### src/design/cto_pkg.sv
// shared types and codes for the connection timeout queue
// no dependencies
`default_nettype none
package cto_pkg;

    localparam logic [1:0] REQ_ADD = 2'd0;
    localparam logic [1:0] REQ_DEL = 2'd1;
    localparam logic [1:0] REQ_CHK = 2'd2;
    localparam logic [1:0] REQ_CLR = 2'd3;

    localparam logic [1:0] STS_DONE = 2'd0;
    localparam logic [1:0] STS_FULL = 2'd1;
    localparam logic [1:0] STS_NONE = 2'd2;

    // read address selects
    localparam logic [1:0] RA_CNT_M1 = 2'd0;
    localparam logic [1:0] RA_IDX_M2 = 2'd1;
    localparam logic [1:0] RA_IDX    = 2'd2;
    localparam logic [1:0] RA_ZERO   = 2'd3;

    // write selects
    localparam logic [1:0] WA_OLD_IDX  = 2'd0;
    localparam logic [1:0] WA_NEW_IDX  = 2'd1;
    localparam logic [1:0] WA_NEW_ZERO = 2'd2;
    localparam logic [1:0] WA_OLD_J    = 2'd3;

    localparam int unsigned ADDR_W_APB = 3;
    localparam logic [0:0] REG_WAIT = 1'd0;
    localparam logic [0:0] REG_KICK = 1'd1;

    typedef struct packed {
        logic [31:0] deadline;
        logic [9:0]  owner;
        logic [31:0] seq;
    } t_entry;

    typedef struct packed {
        logic       in_ready;
        logic       rd_en;
        logic [1:0] rd_sel;
        logic       wr_en;
        logic [1:0] wr_sel;
        logic       idx_load;
        logic       idx_clr;
        logic       idx_dec;
        logic       idx_inc;
        logic       j_inc;
        logic       rem_inc;
        logic       cnt_inc;
        logic       cnt_pop;
        logic       cnt_clr;
        logic       cnt_load_j;
        logic       pop_cap;
        logic       stat_set;
        logic [1:0] stat_code;
        logic       earl_cap;
        logic       out_load;
    } t_cmd;

    typedef struct packed {
        logic       in_fire;
        logic [1:0] in_type;
        logic       full;
        logic       empty;
        logic       idx_one;
        logic       idx_end;
        logic       gt_when;
        logic       gt_now;
        logic       match;
        logic       out_busy;
    } t_stat;

endpackage
`default_nettype wire

### src/design/cto_req_if.sv
// request and result channel interfaces
// depends on nothing
`default_nettype none
interface cto_req_if;
    logic        valid;
    logic        ready;
    logic [1:0]  req_type;
    logic [31:0] now;
    logic [9:0]  conn_id;
    logic [31:0] sequence_req;
    modport source (output valid, req_type, now, conn_id, sequence_req, input ready);
    modport sink (input valid, req_type, now, conn_id, sequence_req, output ready);
endinterface

interface cto_res_if;
    logic        valid;
    logic        ready;
    logic [1:0]  status;
    logic        expired_valid;
    logic [9:0]  expired_conn;
    logic [31:0] expired_seq;
    logic [6:0]  removed_count;
    logic [31:0] earliest;
    logic [6:0]  entry_count;
    modport source (output valid, status, expired_valid, expired_conn, expired_seq,
        removed_count, earliest, entry_count, input ready);
    modport sink (input valid, status, expired_valid, expired_conn, expired_seq,
        removed_count, earliest, entry_count, output ready);
endinterface
`default_nettype wire

### src/design/connection_timeout_queue_core.sv
// top level of the connection timeout queue
// depends on cto_pkg, the channel interfaces, cto_regs, cto_ctrl and cto_dp
// Holds up to DEPTH connection deadlines sorted by expiry in a ring memory, and serves one
// request transaction at a time, giving one result transaction each. Add and delete walk the
// table one entry a cycle through the single memory read port; a check that re-arms its entry
// adds such a walk. A new request is taken once the previous result has been taken. No
// clearing pass is needed after reset.
`default_nettype none
module connection_timeout_queue_core import cto_pkg::*; #(
    parameter int unsigned DEPTH = 64
) (
    input  wire logic                  i_clk,
    input  wire logic                  i_rst_n,
    cto_req_if.sink                    i_req,
    cto_res_if.source                  o_res,
    input  wire logic                  psel,
    input  wire logic                  penable,
    input  wire logic                  pwrite,
    input  wire logic [ADDR_W_APB-1:0] paddr,
    input  wire logic [31:0]           pwdata,
    output logic      [31:0]           prdata,
    output logic                       pready
);
    logic [15:0] wait_time;
    logic        kick;
    t_cmd        cmd;
    t_stat       stat;

    cto_regs u_regs (
        .i_clk, .i_rst_n, .psel, .penable, .pwrite, .paddr, .pwdata, .prdata, .pready,
        .o_wait_time(wait_time), .o_kick(kick)
    );

    cto_ctrl u_ctrl (
        .i_clk, .i_rst_n, .i_kick(kick), .i_stat(stat), .o_cmd(cmd)
    );

    cto_dp #(.DEPTH(DEPTH)) u_dp (
        .i_clk, .i_rst_n, .i_req, .o_res, .i_wait_time(wait_time), .i_cmd(cmd), .o_stat(stat)
    );
endmodule
`default_nettype wire

### src/design/cto_regs.sv
// configuration registers on the apb-style port
// depends on cto_pkg
`default_nettype none
module cto_regs import cto_pkg::*; (
    input  wire logic                  i_clk,
    input  wire logic                  i_rst_n,
    input  wire logic                  psel,
    input  wire logic                  penable,
    input  wire logic                  pwrite,
    input  wire logic [ADDR_W_APB-1:0] paddr,
    input  wire logic [31:0]           pwdata,
    output logic      [31:0]           prdata,
    output logic                       pready,
    output logic      [15:0]           o_wait_time,
    output logic                       o_kick
);
    logic [15:0] r_wait;
    logic        r_kick;
    logic        wr;

    assign pready = 1'b1;
    assign wr = psel && penable && pwrite;

    always_ff @(posedge i_clk) begin
        if (!i_rst_n) begin
            r_wait <= 16'd20;
            r_kick <= 1'b0;
        end else if (wr && paddr[1:0] == 2'b00) begin
            unique case (paddr[2])
                REG_WAIT: r_wait <= pwdata[15:0];
                REG_KICK: r_kick <= pwdata[0];
                default: ;
            endcase
        end
    end

    always_comb begin
        unique case (paddr[2])
            REG_WAIT: prdata = {16'd0, r_wait};
            REG_KICK: prdata = {31'd0, r_kick};
            default:  prdata = 32'd0;
        endcase
    end

    assign o_wait_time = r_wait;
    assign o_kick      = r_kick;
endmodule
`default_nettype wire

### src/design/cto_dp.sv
// datapath: entry memory as a ring, scan indices, counts and result registers
// depends on cto_pkg and the channel interfaces
`default_nettype none
module cto_dp import cto_pkg::*; #(
    parameter int unsigned DEPTH = 64
) (
    input  wire logic      i_clk,
    input  wire logic      i_rst_n,
    cto_req_if.sink        i_req,
    cto_res_if.source      o_res,
    input  wire logic [15:0] i_wait_time,
    input  wire t_cmd      i_cmd,
    output t_stat          o_stat
);
    localparam int unsigned AW = (DEPTH > 1) ? $clog2(DEPTH) : 1;
    localparam int unsigned CW = $clog2(DEPTH + 1);

    t_entry mem [DEPTH];
    t_entry r_rd;

    logic [AW-1:0] r_head;
    logic [CW-1:0] r_count, r_idx, r_j, r_removed;
    logic [31:0]   r_when, r_now, r_seq, r_xseq, r_earliest;
    logic [9:0]    r_conn, r_xconn;
    logic [1:0]    r_status;
    logic          r_xvalid, r_out_valid;

    logic          fire;
    logic [32:0]   sum;
    logic [AW-1:0] rd_addr, wr_addr;
    t_entry        wr_data, new_e;

    function automatic logic [AW-1:0] phys(input logic [AW-1:0] head, input logic [CW-1:0] l);
        logic [CW:0] s;
        s = {{(CW+1-AW){1'b0}}, head} + {1'b0, l};
        if (s >= (CW+1)'(DEPTH)) s = s - (CW+1)'(DEPTH);
        return s[AW-1:0];
    endfunction

    assign fire = i_req.valid && i_req.ready;
    assign i_req.ready = i_cmd.in_ready;
    assign sum = {1'b0, i_req.now} + {17'd0, i_wait_time};
    assign new_e = '{deadline: r_when, owner: r_conn, seq: r_seq};

    always_comb begin
        unique case (i_cmd.rd_sel)
            RA_CNT_M1: rd_addr = phys(r_head, r_count - CW'(1));
            RA_IDX_M2: rd_addr = phys(r_head, r_idx - CW'(2));
            RA_IDX:    rd_addr = phys(r_head, r_idx);
            RA_ZERO:   rd_addr = r_head;
            default:   rd_addr = r_head;
        endcase
        unique case (i_cmd.wr_sel)
            WA_OLD_IDX:  begin wr_addr = phys(r_head, r_idx); wr_data = r_rd; end
            WA_NEW_IDX:  begin wr_addr = phys(r_head, r_idx); wr_data = new_e; end
            WA_NEW_ZERO: begin wr_addr = r_head; wr_data = new_e; end
            WA_OLD_J:    begin wr_addr = phys(r_head, r_j); wr_data = r_rd; end
            default:     begin wr_addr = r_head; wr_data = new_e; end
        endcase
    end

    always_ff @(posedge i_clk) begin
        if (i_cmd.wr_en) mem[wr_addr] <= wr_data;
        if (i_cmd.rd_en) r_rd <= mem[rd_addr];
    end

    always_ff @(posedge i_clk) begin
        if (fire) begin
            r_when    <= sum[32] ? 32'hFFFF_FFFF : sum[31:0];
            r_now     <= i_req.now;
            r_conn    <= i_req.conn_id;
            r_seq     <= i_req.sequence_req;
            r_xvalid  <= 1'b0;
            r_xconn   <= '0;
            r_xseq    <= '0;
            r_removed <= '0;
            r_j       <= '0;
        end
        if (i_cmd.stat_set) r_status <= i_cmd.stat_code;
        else if (fire) r_status <= STS_DONE;
        if (i_cmd.pop_cap) begin
            r_xvalid <= 1'b1;
            r_xconn  <= r_rd.owner;
            r_xseq   <= r_rd.seq;
            r_conn   <= r_rd.owner;
            r_seq    <= r_rd.seq;
        end
        if (i_cmd.j_inc) r_j <= r_j + CW'(1);
        if (i_cmd.rem_inc) r_removed <= r_removed + CW'(1);
        if (i_cmd.idx_load) r_idx <= r_count;
        else if (i_cmd.idx_clr) r_idx <= '0;
        else if (i_cmd.idx_dec) r_idx <= r_idx - CW'(1);
        else if (i_cmd.idx_inc) r_idx <= r_idx + CW'(1);
    end

    always_ff @(posedge i_clk) begin
        if (!i_rst_n) begin
            r_head      <= '0;
            r_count     <= '0;
            r_earliest  <= '0;
            r_out_valid <= 1'b0;
        end else begin
            if (i_cmd.cnt_inc) r_count <= r_count + CW'(1);
            else if (i_cmd.cnt_clr) r_count <= '0;
            else if (i_cmd.cnt_load_j) r_count <= r_j + CW'(r_rd.owner != r_conn);
            else if (i_cmd.cnt_pop) begin
                r_count <= r_count - CW'(1);
                r_head  <= phys(r_head, CW'(1));
            end
            if (i_cmd.earl_cap) r_earliest <= r_rd.deadline;
            if (i_cmd.out_load) r_out_valid <= 1'b1;
            else if (o_res.ready) r_out_valid <= 1'b0;
        end
    end

    assign o_stat.in_fire  = fire;
    assign o_stat.in_type  = i_req.req_type;
    assign o_stat.full     = (r_count == CW'(DEPTH));
    assign o_stat.empty    = (r_count == '0);
    assign o_stat.idx_one  = (r_idx == CW'(1));
    assign o_stat.idx_end  = (r_idx == r_count);
    assign o_stat.gt_when  = (r_rd.deadline > r_when);
    assign o_stat.gt_now   = (r_rd.deadline > r_now);
    assign o_stat.match    = (r_rd.owner == r_conn);
    assign o_stat.out_busy = r_out_valid;

    assign o_res.valid         = r_out_valid;
    assign o_res.status        = r_status;
    assign o_res.expired_valid = r_xvalid;
    assign o_res.expired_conn  = r_xconn;
    assign o_res.expired_seq   = r_xseq;
    assign o_res.removed_count = 7'(r_removed);
    assign o_res.earliest      = r_earliest;
    assign o_res.entry_count   = 7'(r_count);
endmodule
`default_nettype wire

### src/design/cto_ctrl.sv
// controller state machine sequencing the table scans
// depends on cto_pkg
`default_nettype none
module cto_ctrl import cto_pkg::*; (
    input  wire logic  i_clk,
    input  wire logic  i_rst_n,
    input  wire logic  i_kick,
    input  wire t_stat i_stat,
    output t_cmd       o_cmd
);
    localparam logic [3:0] S_IDLE     = 4'd0;
    localparam logic [3:0] S_ADD_ST   = 4'd1;
    localparam logic [3:0] S_ADD_CMP  = 4'd2;
    localparam logic [3:0] S_ADD_PUT  = 4'd3;
    localparam logic [3:0] S_DEL_RD   = 4'd4;
    localparam logic [3:0] S_DEL_CMP  = 4'd5;
    localparam logic [3:0] S_CHK_RD   = 4'd6;
    localparam logic [3:0] S_CHK_CMP  = 4'd7;
    localparam logic [3:0] S_HEAD_RD  = 4'd8;
    localparam logic [3:0] S_HEAD_CAP = 4'd9;
    localparam logic [3:0] S_FIN      = 4'd10;

    logic [3:0] r_state, n_state;

    always_ff @(posedge i_clk) begin
        if (!i_rst_n) r_state <= S_IDLE;
        else r_state <= n_state;
    end

    always_comb begin
        o_cmd = '0;
        n_state = r_state;
        unique case (r_state)
            S_IDLE: begin
                o_cmd.in_ready = !i_stat.out_busy;
                if (i_stat.in_fire) begin
                    unique case (i_stat.in_type)
                        REQ_ADD: begin
                            if (i_stat.full) begin
                                o_cmd.stat_set  = 1'b1;
                                o_cmd.stat_code = STS_FULL;
                                n_state = S_FIN;
                            end else n_state = S_ADD_ST;
                        end
                        REQ_DEL: begin
                            o_cmd.idx_clr = 1'b1;
                            n_state = i_stat.empty ? S_HEAD_RD : S_DEL_RD;
                        end
                        REQ_CHK: begin
                            if (i_stat.empty) begin
                                o_cmd.stat_set  = 1'b1;
                                o_cmd.stat_code = STS_NONE;
                                n_state = S_FIN;
                            end else n_state = S_CHK_RD;
                        end
                        REQ_CLR: begin
                            o_cmd.cnt_clr = 1'b1;
                            n_state = S_FIN;
                        end
                        default: n_state = S_FIN;
                    endcase
                end
            end
            S_ADD_ST: begin
                if (i_stat.empty) begin
                    o_cmd.wr_en  = 1'b1;
                    o_cmd.wr_sel = WA_NEW_ZERO;
                    o_cmd.cnt_inc = 1'b1;
                    n_state = S_HEAD_RD;
                end else begin
                    o_cmd.idx_load = 1'b1;
                    o_cmd.rd_en  = 1'b1;
                    o_cmd.rd_sel = RA_CNT_M1;
                    n_state = S_ADD_CMP;
                end
            end
            S_ADD_CMP: begin
                o_cmd.wr_en = 1'b1;
                if (i_stat.gt_when) begin
                    o_cmd.wr_sel  = WA_OLD_IDX;
                    o_cmd.idx_dec = 1'b1;
                    if (i_stat.idx_one) n_state = S_ADD_PUT;
                    else begin
                        o_cmd.rd_en  = 1'b1;
                        o_cmd.rd_sel = RA_IDX_M2;
                    end
                end else begin
                    o_cmd.wr_sel  = WA_NEW_IDX;
                    o_cmd.cnt_inc = 1'b1;
                    n_state = S_HEAD_RD;
                end
            end
            S_ADD_PUT: begin
                o_cmd.wr_en   = 1'b1;
                o_cmd.wr_sel  = WA_NEW_ZERO;
                o_cmd.cnt_inc = 1'b1;
                n_state = S_HEAD_RD;
            end
            S_DEL_RD: begin
                o_cmd.rd_en   = 1'b1;
                o_cmd.rd_sel  = RA_IDX;
                o_cmd.idx_inc = 1'b1;
                n_state = S_DEL_CMP;
            end
            S_DEL_CMP: begin
                if (i_stat.match) o_cmd.rem_inc = 1'b1;
                else begin
                    o_cmd.wr_en  = 1'b1;
                    o_cmd.wr_sel = WA_OLD_J;
                    o_cmd.j_inc  = 1'b1;
                end
                if (i_stat.idx_end) begin
                    o_cmd.cnt_load_j = 1'b1;
                    n_state = S_HEAD_RD;
                end else begin
                    o_cmd.rd_en   = 1'b1;
                    o_cmd.rd_sel  = RA_IDX;
                    o_cmd.idx_inc = 1'b1;
                end
            end
            S_CHK_RD: begin
                o_cmd.rd_en  = 1'b1;
                o_cmd.rd_sel = RA_ZERO;
                n_state = S_CHK_CMP;
            end
            S_CHK_CMP: begin
                if (i_stat.gt_now) begin
                    o_cmd.stat_set  = 1'b1;
                    o_cmd.stat_code = STS_NONE;
                    n_state = S_FIN;
                end else begin
                    o_cmd.pop_cap = 1'b1;
                    o_cmd.cnt_pop = 1'b1;
                    n_state = i_kick ? S_HEAD_RD : S_ADD_ST;
                end
            end
            S_HEAD_RD: begin
                if (i_stat.empty) n_state = S_FIN;
                else begin
                    o_cmd.rd_en  = 1'b1;
                    o_cmd.rd_sel = RA_ZERO;
                    n_state = S_HEAD_CAP;
                end
            end
            S_HEAD_CAP: begin
                o_cmd.earl_cap = 1'b1;
                n_state = S_FIN;
            end
            S_FIN: begin
                o_cmd.out_load = 1'b1;
                n_state = S_IDLE;
            end
            default: n_state = S_IDLE;
        endcase
    end
endmodule
`default_nettype wire
### src/flat_wrapper.sv
// flat-port wrapper written by rule: the top's interface ports become plain ports
module connection_timeout_queue_core_flat import cto_pkg::*;
#(
    parameter int unsigned DEPTH = 64
)
  (i_clk, i_rst_n, psel, penable, pwrite, paddr, pwdata, prdata, pready, i_req_valid, i_req_req_type, i_req_now, i_req_conn_id, i_req_sequence_req, i_req_ready, o_res_valid, o_res_status, o_res_expired_valid, o_res_expired_conn, o_res_expired_seq, o_res_removed_count, o_res_earliest, o_res_entry_count, o_res_ready);
  cto_req_if i_req_i ();
  cto_res_if o_res_i ();
  input  wire logic i_clk;
  input  wire logic i_rst_n;
  input  wire logic psel;
  input  wire logic penable;
  input  wire logic pwrite;
  input  wire logic [ADDR_W_APB-1:0] paddr;
  input  wire logic [31:0] pwdata;
  output logic      [31:0] prdata;
  output logic pready;
  input wire logic [$bits(i_req_i.valid)-1:0] i_req_valid;
  input wire logic [$bits(i_req_i.req_type)-1:0] i_req_req_type;
  input wire logic [$bits(i_req_i.now)-1:0] i_req_now;
  input wire logic [$bits(i_req_i.conn_id)-1:0] i_req_conn_id;
  input wire logic [$bits(i_req_i.sequence_req)-1:0] i_req_sequence_req;
  output wire logic [$bits(i_req_i.ready)-1:0] i_req_ready;
  output wire logic [$bits(o_res_i.valid)-1:0] o_res_valid;
  output wire logic [$bits(o_res_i.status)-1:0] o_res_status;
  output wire logic [$bits(o_res_i.expired_valid)-1:0] o_res_expired_valid;
  output wire logic [$bits(o_res_i.expired_conn)-1:0] o_res_expired_conn;
  output wire logic [$bits(o_res_i.expired_seq)-1:0] o_res_expired_seq;
  output wire logic [$bits(o_res_i.removed_count)-1:0] o_res_removed_count;
  output wire logic [$bits(o_res_i.earliest)-1:0] o_res_earliest;
  output wire logic [$bits(o_res_i.entry_count)-1:0] o_res_entry_count;
  input wire logic [$bits(o_res_i.ready)-1:0] o_res_ready;
  assign i_req_i.valid = i_req_valid;
  assign i_req_i.req_type = i_req_req_type;
  assign i_req_i.now = i_req_now;
  assign i_req_i.conn_id = i_req_conn_id;
  assign i_req_i.sequence_req = i_req_sequence_req;
  assign i_req_ready = i_req_i.ready;
  assign o_res_valid = o_res_i.valid;
  assign o_res_status = o_res_i.status;
  assign o_res_expired_valid = o_res_i.expired_valid;
  assign o_res_expired_conn = o_res_i.expired_conn;
  assign o_res_expired_seq = o_res_i.expired_seq;
  assign o_res_removed_count = o_res_i.removed_count;
  assign o_res_earliest = o_res_i.earliest;
  assign o_res_entry_count = o_res_i.entry_count;
  assign o_res_i.ready = o_res_ready;
  connection_timeout_queue_core #(.DEPTH(DEPTH)) u_core (.i_clk(i_clk), .i_rst_n(i_rst_n), .i_req(i_req_i), .o_res(o_res_i), .psel(psel), .penable(penable), .pwrite(pwrite), .paddr(paddr), .pwdata(pwdata), .prdata(prdata), .pready(pready));
endmodule
### config.mk
export PLATFORM = sky130hd
export DESIGN_NAME = connection_timeout_queue_core_flat
export DESIGN_NICKNAME = d
export VERILOG_FILES = /design/src/design/cto_pkg.sv /design/src/design/cto_req_if.sv /design/src/design/connection_timeout_queue_core.sv /design/src/design/cto_regs.sv /design/src/design/cto_dp.sv /design/src/design/cto_ctrl.sv /design/src/flat_wrapper.sv
export SDC_FILE = /design/constraint.sdc
export NUM_CORES = 2
export LEC_CHECK = 0
export BUFFER_PORTS_ARGS = -buffer_cell sky130_fd_sc_hd__buf_4
export CAP_MARGIN = 15
export CELL_PAD_IN_SITES_DETAIL_PLACEMENT = 1
export CELL_PAD_IN_SITES_GLOBAL_PLACEMENT = 1
export CORE_MARGIN = 2
export CORE_UTILIZATION = 25
export DETAILED_ROUTE_END_ITERATION = 7
export PLACE_DENSITY = 0.51
export SYNTH_ARGS = -nofsm -noshare
export SYNTH_HDL_FRONTEND = slang
export SYNTH_MEMORY_MAX_BITS = 65536
export SYNTH_SLANG_ARGS = --single-unit
### constraint.sdc
create_clock -name i_clk -period 6.53 [get_ports i_clk]
set_input_delay 1.306 -clock i_clk [delete_from_list [all_inputs] [get_ports i_clk]]
set_output_delay 1.306 -clock i_clk [all_outputs]
set_load 0.01 [all_outputs]
# After elaboration in Yosys (flattened, before gate mapping)
# Memories as Yosys holds them, arrays and structs flattened. A register that Yosys moved wholly into a read port is not among the register bits.
# Cells that the tools add are included.
# op_classes
add_sub_neg	19
mul	0
div_mod_pow	0
order_cmp	7
n_eq_ne	27
n_shift	0
muxes	87
n_bitwise	4
reduce_logical	25
# op_table
cell	count
74-bit one-hot mux with 2 select lines	1
32-bit 2-to-1 mux	4
7-bit 2-to-1 mux	11
32-bit > comparator	2
32-bit one-hot mux with 2 select lines	1
10-bit 2-to-1 mux	4
4-bit 2-to-1 mux	10
4-bit one-hot mux with 10 select lines	1
32-bit by 16-bit adder with 33-bit output	1
6-bit by 7-bit adder with 8-bit output	4
8-bit by 7-bit greater-or-equal comparator with 1-bit output, second input constant	4
3-bit 2-to-1 mux	10
6-bit 2-to-1 mux	5
6-bit by 1-bit subtractor with 6-bit output, second input constant	5
7-bit by 1-bit adder with 7-bit output, second input constant	4
1-bit 2-to-1 mux	27
6-bit one-hot mux with 4 select lines	1
3-bit one-hot mux with 6 select lines	1
6-bit one-hot mux with 3 select lines	1
4-bit by 3-bit equality test with 1-bit output, second input constant	4
4-bit one-hot mux with 4 select lines	1
7-bit by 1-bit subtractor with 7-bit output, second input constant	2
2-bit equality test, second input constant	6
4-bit equality test, second input constant	3
other kinds (32)	56
# totals
register_bits	239
latchBits	0
ram_bits	4736
romBits	0
in_bits	118
word_cells	188
mem_count	1
# memory_table
memory	words	width	rd	rd_ports_with_merged_regs	wr	line_no	rtl
u_core.u_dp.mem	64	74	1	1	1	cto_dp.sv:18	t_entry mem [DEPTH];

# Longest topological paths before layout
# logic_depth
depth_word	7
depth_mapped	26

# Hierarchy
# From an unflattened synthesis, not the netlist that was laid out.
# hier_totals
cells_unflattened	9172
area_unflattened_um2	195575.1
# by_module_without_submodules
module	n_inst	cells_per_inst	area_per_inst_um2
cto_dp	1	8960	193952.3
cto_regs	1	111	969.7
cto_ctrl	1	101	653.1

# Worst setup path after synthesis
# No wires, ideal clock.
# synth_timing
kind	register to register
start	register u_core.u_dp.r_rd[59] (netlist name)
end	memory u_core.u_dp.mem[17][0] (netlist name) (enable)
arrival_ps	6369
path_slack_ps	-346
stages_incl_launch_ff	18
path_buffers	1
path_cell_list	edfxtp_1 > ha_1 > a21o_1 > a21o_1 > a21o_1 > a221oi_1 > nand2_1 > o21ai_0 > nand2_1 > nand2_1 > ha_1 > clkbuf_1 > nor2_1 > and2_1 > a221o_1 > nor2_1 > nand2_1 > nor2_1
# synth_via
elab_chain_len	6
elab_cells_between_ends	9
classes_between	order compare: 1; eq/ne: 3; mux: 3; reduce/logical: 2
# synth_rtl
element	line_no	rtl
32-bit > comparator (*)	cto_dp.sv:122	assign o_stat.gt_when = (r_rd.deadline > r_when);
1-bit 2-to-1 mux (*)	cto_ctrl.sv:79	if (i_stat.gt_when) begin
3-bit one-hot mux with 4 select lines (*)	cto_ctrl.sv:33	unique case (r_state)
2-bit by 1-bit equality test with 1-bit output or 2-bit zero test (tied branches)	cto_dp.sv:53	unique case (i_cmd.wr_sel)
2-bit OR reduction (no source line)	n/a	
6-bit one-hot mux with 3 select lines (*)	cto_dp.sv:53	
end: declaration	cto_dp.sv:18	
# Mark *: on every way between the ends. The rest lies on a longest branch, timed or not.

# Worst setup path in the final report
# layout_timing
start	register u_core.u_dp.r_rd[49] (netlist name)
end	register u_core.u_dp.r_rd[65] (netlist name)
# layout_via
elab_chain_len	5
elab_cells_between_ends	8
classes_between	order compare: 1; eq/ne: 3; mux: 3; reduce/logical: 1
# layout_rtl
element	line_no	rtl
32-bit > comparator (*)	cto_dp.sv:122	
3-bit 2-to-1 mux (*)	cto_ctrl.sv:79	
3-bit one-hot mux with 6 select lines (*)	cto_ctrl.sv:33	
2-bit equality test (tied with other cells)	cto_dp.sv:46	unique case (i_cmd.rd_sel)
6-bit one-hot mux with 4 select lines	cto_dp.sv:46	
# Marks and branches as above.
# A chain may end at the register's enable or synchronous reset.

==> reports/results.ini <==
[floorplan]
core_mm2=0.7925
rows=327
die_w_um=895.5
die-height_um=895.5
start_util_pct=25.07
ioPinCount=244
dieArea_mm2=0.8020

[layout]
final_cells=25561
final_layout_size_suffix_gt1_share_pct=13.92
nets=14797
areaGrowthSynthToFinish_pct=20.23

[clock_network]
cts_tree=done
clk_latency_ns=1.11
clkTransAtPathRegs_ns=0.06
cts_buffer_depth=4
numCtsBuffers=562
clockRootBuffer=clkbuf_16
ctsHoldBuffers=0
cts_max_level=6
cts_sinks=5049

[setup_path]
crit_family=simple AND/OR/NAND/NOR gates
worst-path-max-fanout=19
slowest_stage=or4_1
worstSetupStartpointType=flip-flop
crit_path_frequent_cell=nand3_1
cp_data_arrival_time_ns=7.17
cp_cell_sequence=ha_1, nand3_1, nor4_2, buf_4, nand3_1, nand3_1, a31oi_1, nor2_2, buf_12, nor2_1, a21oi_1, ha_1, fa_1, nand3b_1, o221ai_4, buf_12, buf_4, clkbuf_16, nand2_1, a32oi_1, a31oi_1, or4_1, mux2i_1
rr_worst_depth=23
crit_type=flip-flop to flip-flop
end_kind=flip-flop
rr_startpoint=u_core.u_dp.r_rd[49]
cp.depth=23
critPathRequiredTime_ns=7.29
critPathLaunch=u_core.u_dp.r_rd[49]
path_buf_inv=5
reg2reg_slack_ns=0.12
cp_slowest_stage_delay_ns=0.54

[timing]
fin_crit_sh_pct=98.19
finalMaxSlewViolations=0
hold_viol=0
finalSetupViolCount=0
max_slew_margin_pct=16.97
fin_crit_ns=6.412
fmax_mhz=156.0
holdWs_ns=0.3993
max_slew.worst_pin.slew_ns=1.245
clock_skew_ns=0.1101
rsz0062_at_grt=true
setup_ws_ns=0.1179

[global_route]
grt_pass1_wl_um=983700
antenna_found_initial=57
grt_max_degree=94
grt_overflow=0
grt_pass1_vias=124607
globalRouteTotalUtil_pct=16.91

[synth]
syn_inst=13743
ys.flop_type=edfxtp_1
yosysWarningCount=0
netlist_area_mm2=0.1987
synth.distinct_cells=75
syn_area_per_cell_um2=14.46
ys_ff_latch=5049
synth_edf_count=4981
async_flop_share_pct=0
ys_seq_area_share_pct=75.96

[placed_design]
portBuffers=210
dp_slack_ns=-0.3857
gp_congestion=0.7746
dp_cells=24506
place_hpwl_um=414800

[job]
drv_cap=0

[detailed_routing]
drc=0
wire_per_inst_um=27.58
drtIter0Drc=11918
routed_wl_um=705100
drt_first_pass_iters=5
via_per_inst=4.837
vias=123646
ant_nets=0

[min_path]
hold_path.class=primary input to flip-flop
hp-start=i_req_now[15]
holdPathStages=1

[run_status]
outcome=completed

==> cells in the mapped netlist (all sizes together), types with 6 or more instances <==
cell	instances	area share, %
a221oi	82	0.36
or2	11	0.035
inv	89	0.17
nand4	166	0.52
nor2b	28	0.088
a32oi	444	2.0
nor3	89	0.22
xnor2	37	0.16
mux2	118	0.67
edfxtp	4981	75
a31oi	310	0.98
and3	12	0.038
or4	77	0.29
nor2	160	0.31
o221a	6	0.034
xor2	50	0.22
o211ai	7	0.026
nand3	1220	3.1
o21bai	7	0.026
o21ai	23	0.058
nor4	11	0.044
nand2	3606	6.8
mux2i	746	3.8
o21a	13	0.049
a21oi	110	0.28
and2	50	0.16
ha	110	0.69
nand2b	15	0.047
a41oi	75	0.33
clkbuf	496	0.94
dfxtp	68	0.69
a22o	7	0.031
buf	355	0.88
a21o	30	0.11
a32o	75	0.38
a211oi	9	0.042
==> path summary, 6_finish.rpt <==
kind                                    endpoint
setup reg to reg            u_core.u_dp.r_rd[65]
hold / removal             u_core.u_dp.r_now[15]
hold reg to reg   u_core.u_dp.o_res.earliest[13]
setup / recovery            u_core.u_dp.r_rd[65]
==> metrics by stage <==
stage / util [%] / TNS, ns / area [µm²]
after floorplan: - / -1434.38 / 198800
after global placement: 27.83 / -3.833 / 220500
after detailed placement: 27.83 / -3.437 / 220600
after CTS: 30.07 / 0 / 238300
after global routing: 30.14 / -0.01972 / 238900
final: 30.15 / 0 / 238900
==> repair_timing <==
item                       in CTS  in global routing
gates cloned                    0                  2
buffers inserted                2                  8
pin swaps                       0                  6
setup endpoints to repair      57                 87
resized for setup              11                 41
==> layout by cell type, fill, tap and decap left out, types with 30 or more instances in the layout <==
master | synthesis | layout
nand2_1 | 3605 | 3602
and2_1 | 50 | 50
buf_12 | 0 | 289
xnor2_1 | 37 | 37
nand3_1 | 1220 | 1219
inv_1 | 89 | 87
a41oi_1 | 75 | 71
clkbuf_1 | 496 | 137
a32o_1 | 75 | 75
mux2i_1 | 746 | 739
xor2_1 | 50 | 49
edfxtp_1 | 4981 | 4981
nor2_1 | 155 | 87
ha_1 | 110 | 109
or4_1 | 77 | 74
nand4_1 | 166 | 166
buf_4 | 25 | 791
a32oi_1 | 444 | 443
clkinv_2 | 0 | 70
a221oi_1 | 81 | 76
a21oi_1 | 110 | 110
nor3_1 | 89 | 82
mux2_2 | 118 | 118
clkinv_1 | 0 | 147
a31oi_1 | 310 | 310
dfxtp_1 | 68 | 68
clkbuf_16 | 0 | 571
a21o_1 | 30 | 30
nor2_4 | 0 | 68
==> worst register-to-register path, stage by stage (launching register included) <==
cell	delay (ns)
edfxtp_1	0.53
ha_1	0.37
nand3_1	0.18
nor4_2	0.30
buf_4	0.18
nand3_1	0.13
nand3_1	0.12
a31oi_1	0.06
nor2_2	0.20
buf_12	0.18
nor2_1	0.05
a21oi_1	0.20
ha_1	0.24
fa_1	0.43
nand3b_1	0.28
o221ai_4	0.28
buf_12	0.27
buf_4	0.32
clkbuf_16	0.30
nand2_1	0.11
a32oi_1	0.22
a31oi_1	0.17
or4_1	0.54
mux2i_1	0.43
==> cells by family after synthesis <==
| family | Yosys count | synth area share [%] |
|---|---|---|
| simple gates | 5461 | 11.71 |
| mux | 864 | 4.427 |
| fa+ha+maj | 114 | 0.7329 |
| flops | 5049 | 75.96 |
| other cells | 2 | 0.003779 |
| buf+inv | 940 | 1.985 |
| compound gates | 1226 | 4.798 |
| xor+xnor | 87 | 0.3835 |
==> state kept, by name (all words and copies together), names as in the netlist <==
signal,flops
u_core.u_dp.r_rd,74
u_core.u_dp.r_idx,7
u_core.u_dp.o_res.valid,1
u_core.u_dp.o_res.expired_seq,32
u_core.u_dp.mem,4736
u_core.u_dp.o_res.entry_count,7
u_core.u_dp.r_head,6
u_core.u_dp.o_res.expired_conn,10
u_core.u_regs.o_wait_time,16
u_core.u_dp.r_now,32
u_core.u_dp.o_res.expired_valid,1
u_core.u_regs.o_kick,1
u_core.u_ctrl.r_state,4
u_core.u_dp.o_res.status,2
u_core.u_dp.o_res.removed_count,7
u_core.u_dp.r_j,7
u_core.u_dp.r_conn,10
u_core.u_dp.r_when,32
u_core.u_dp.r_seq,32
u_core.u_dp.o_res.earliest,32
==> area by class of cell <==
class                      count  area (µm²)
fill                       83604      553600
sequential                  5049      150900
multi-input combinational   7769       44810
clock buffer                 707       14770
tap                        10528       13170
timing repair buffer        1094       11980
clock inverter               303        2860
inverter                      89       335.3
antenna                       22       55.05
==> routing by layer <==
metal	vias to the layer above	part of all wire [%]	track usage [%]
met5	-	0.011	0
met4	12	2.1	3.536
met3	769	5.5	2.085
met2	3489	46	27.12
met1	65812	46	24.61
li1	53564	-	-
Power is not shown: default switching activity piles up to over one toggle a cycle in this logic, so the estimate is an artifact.
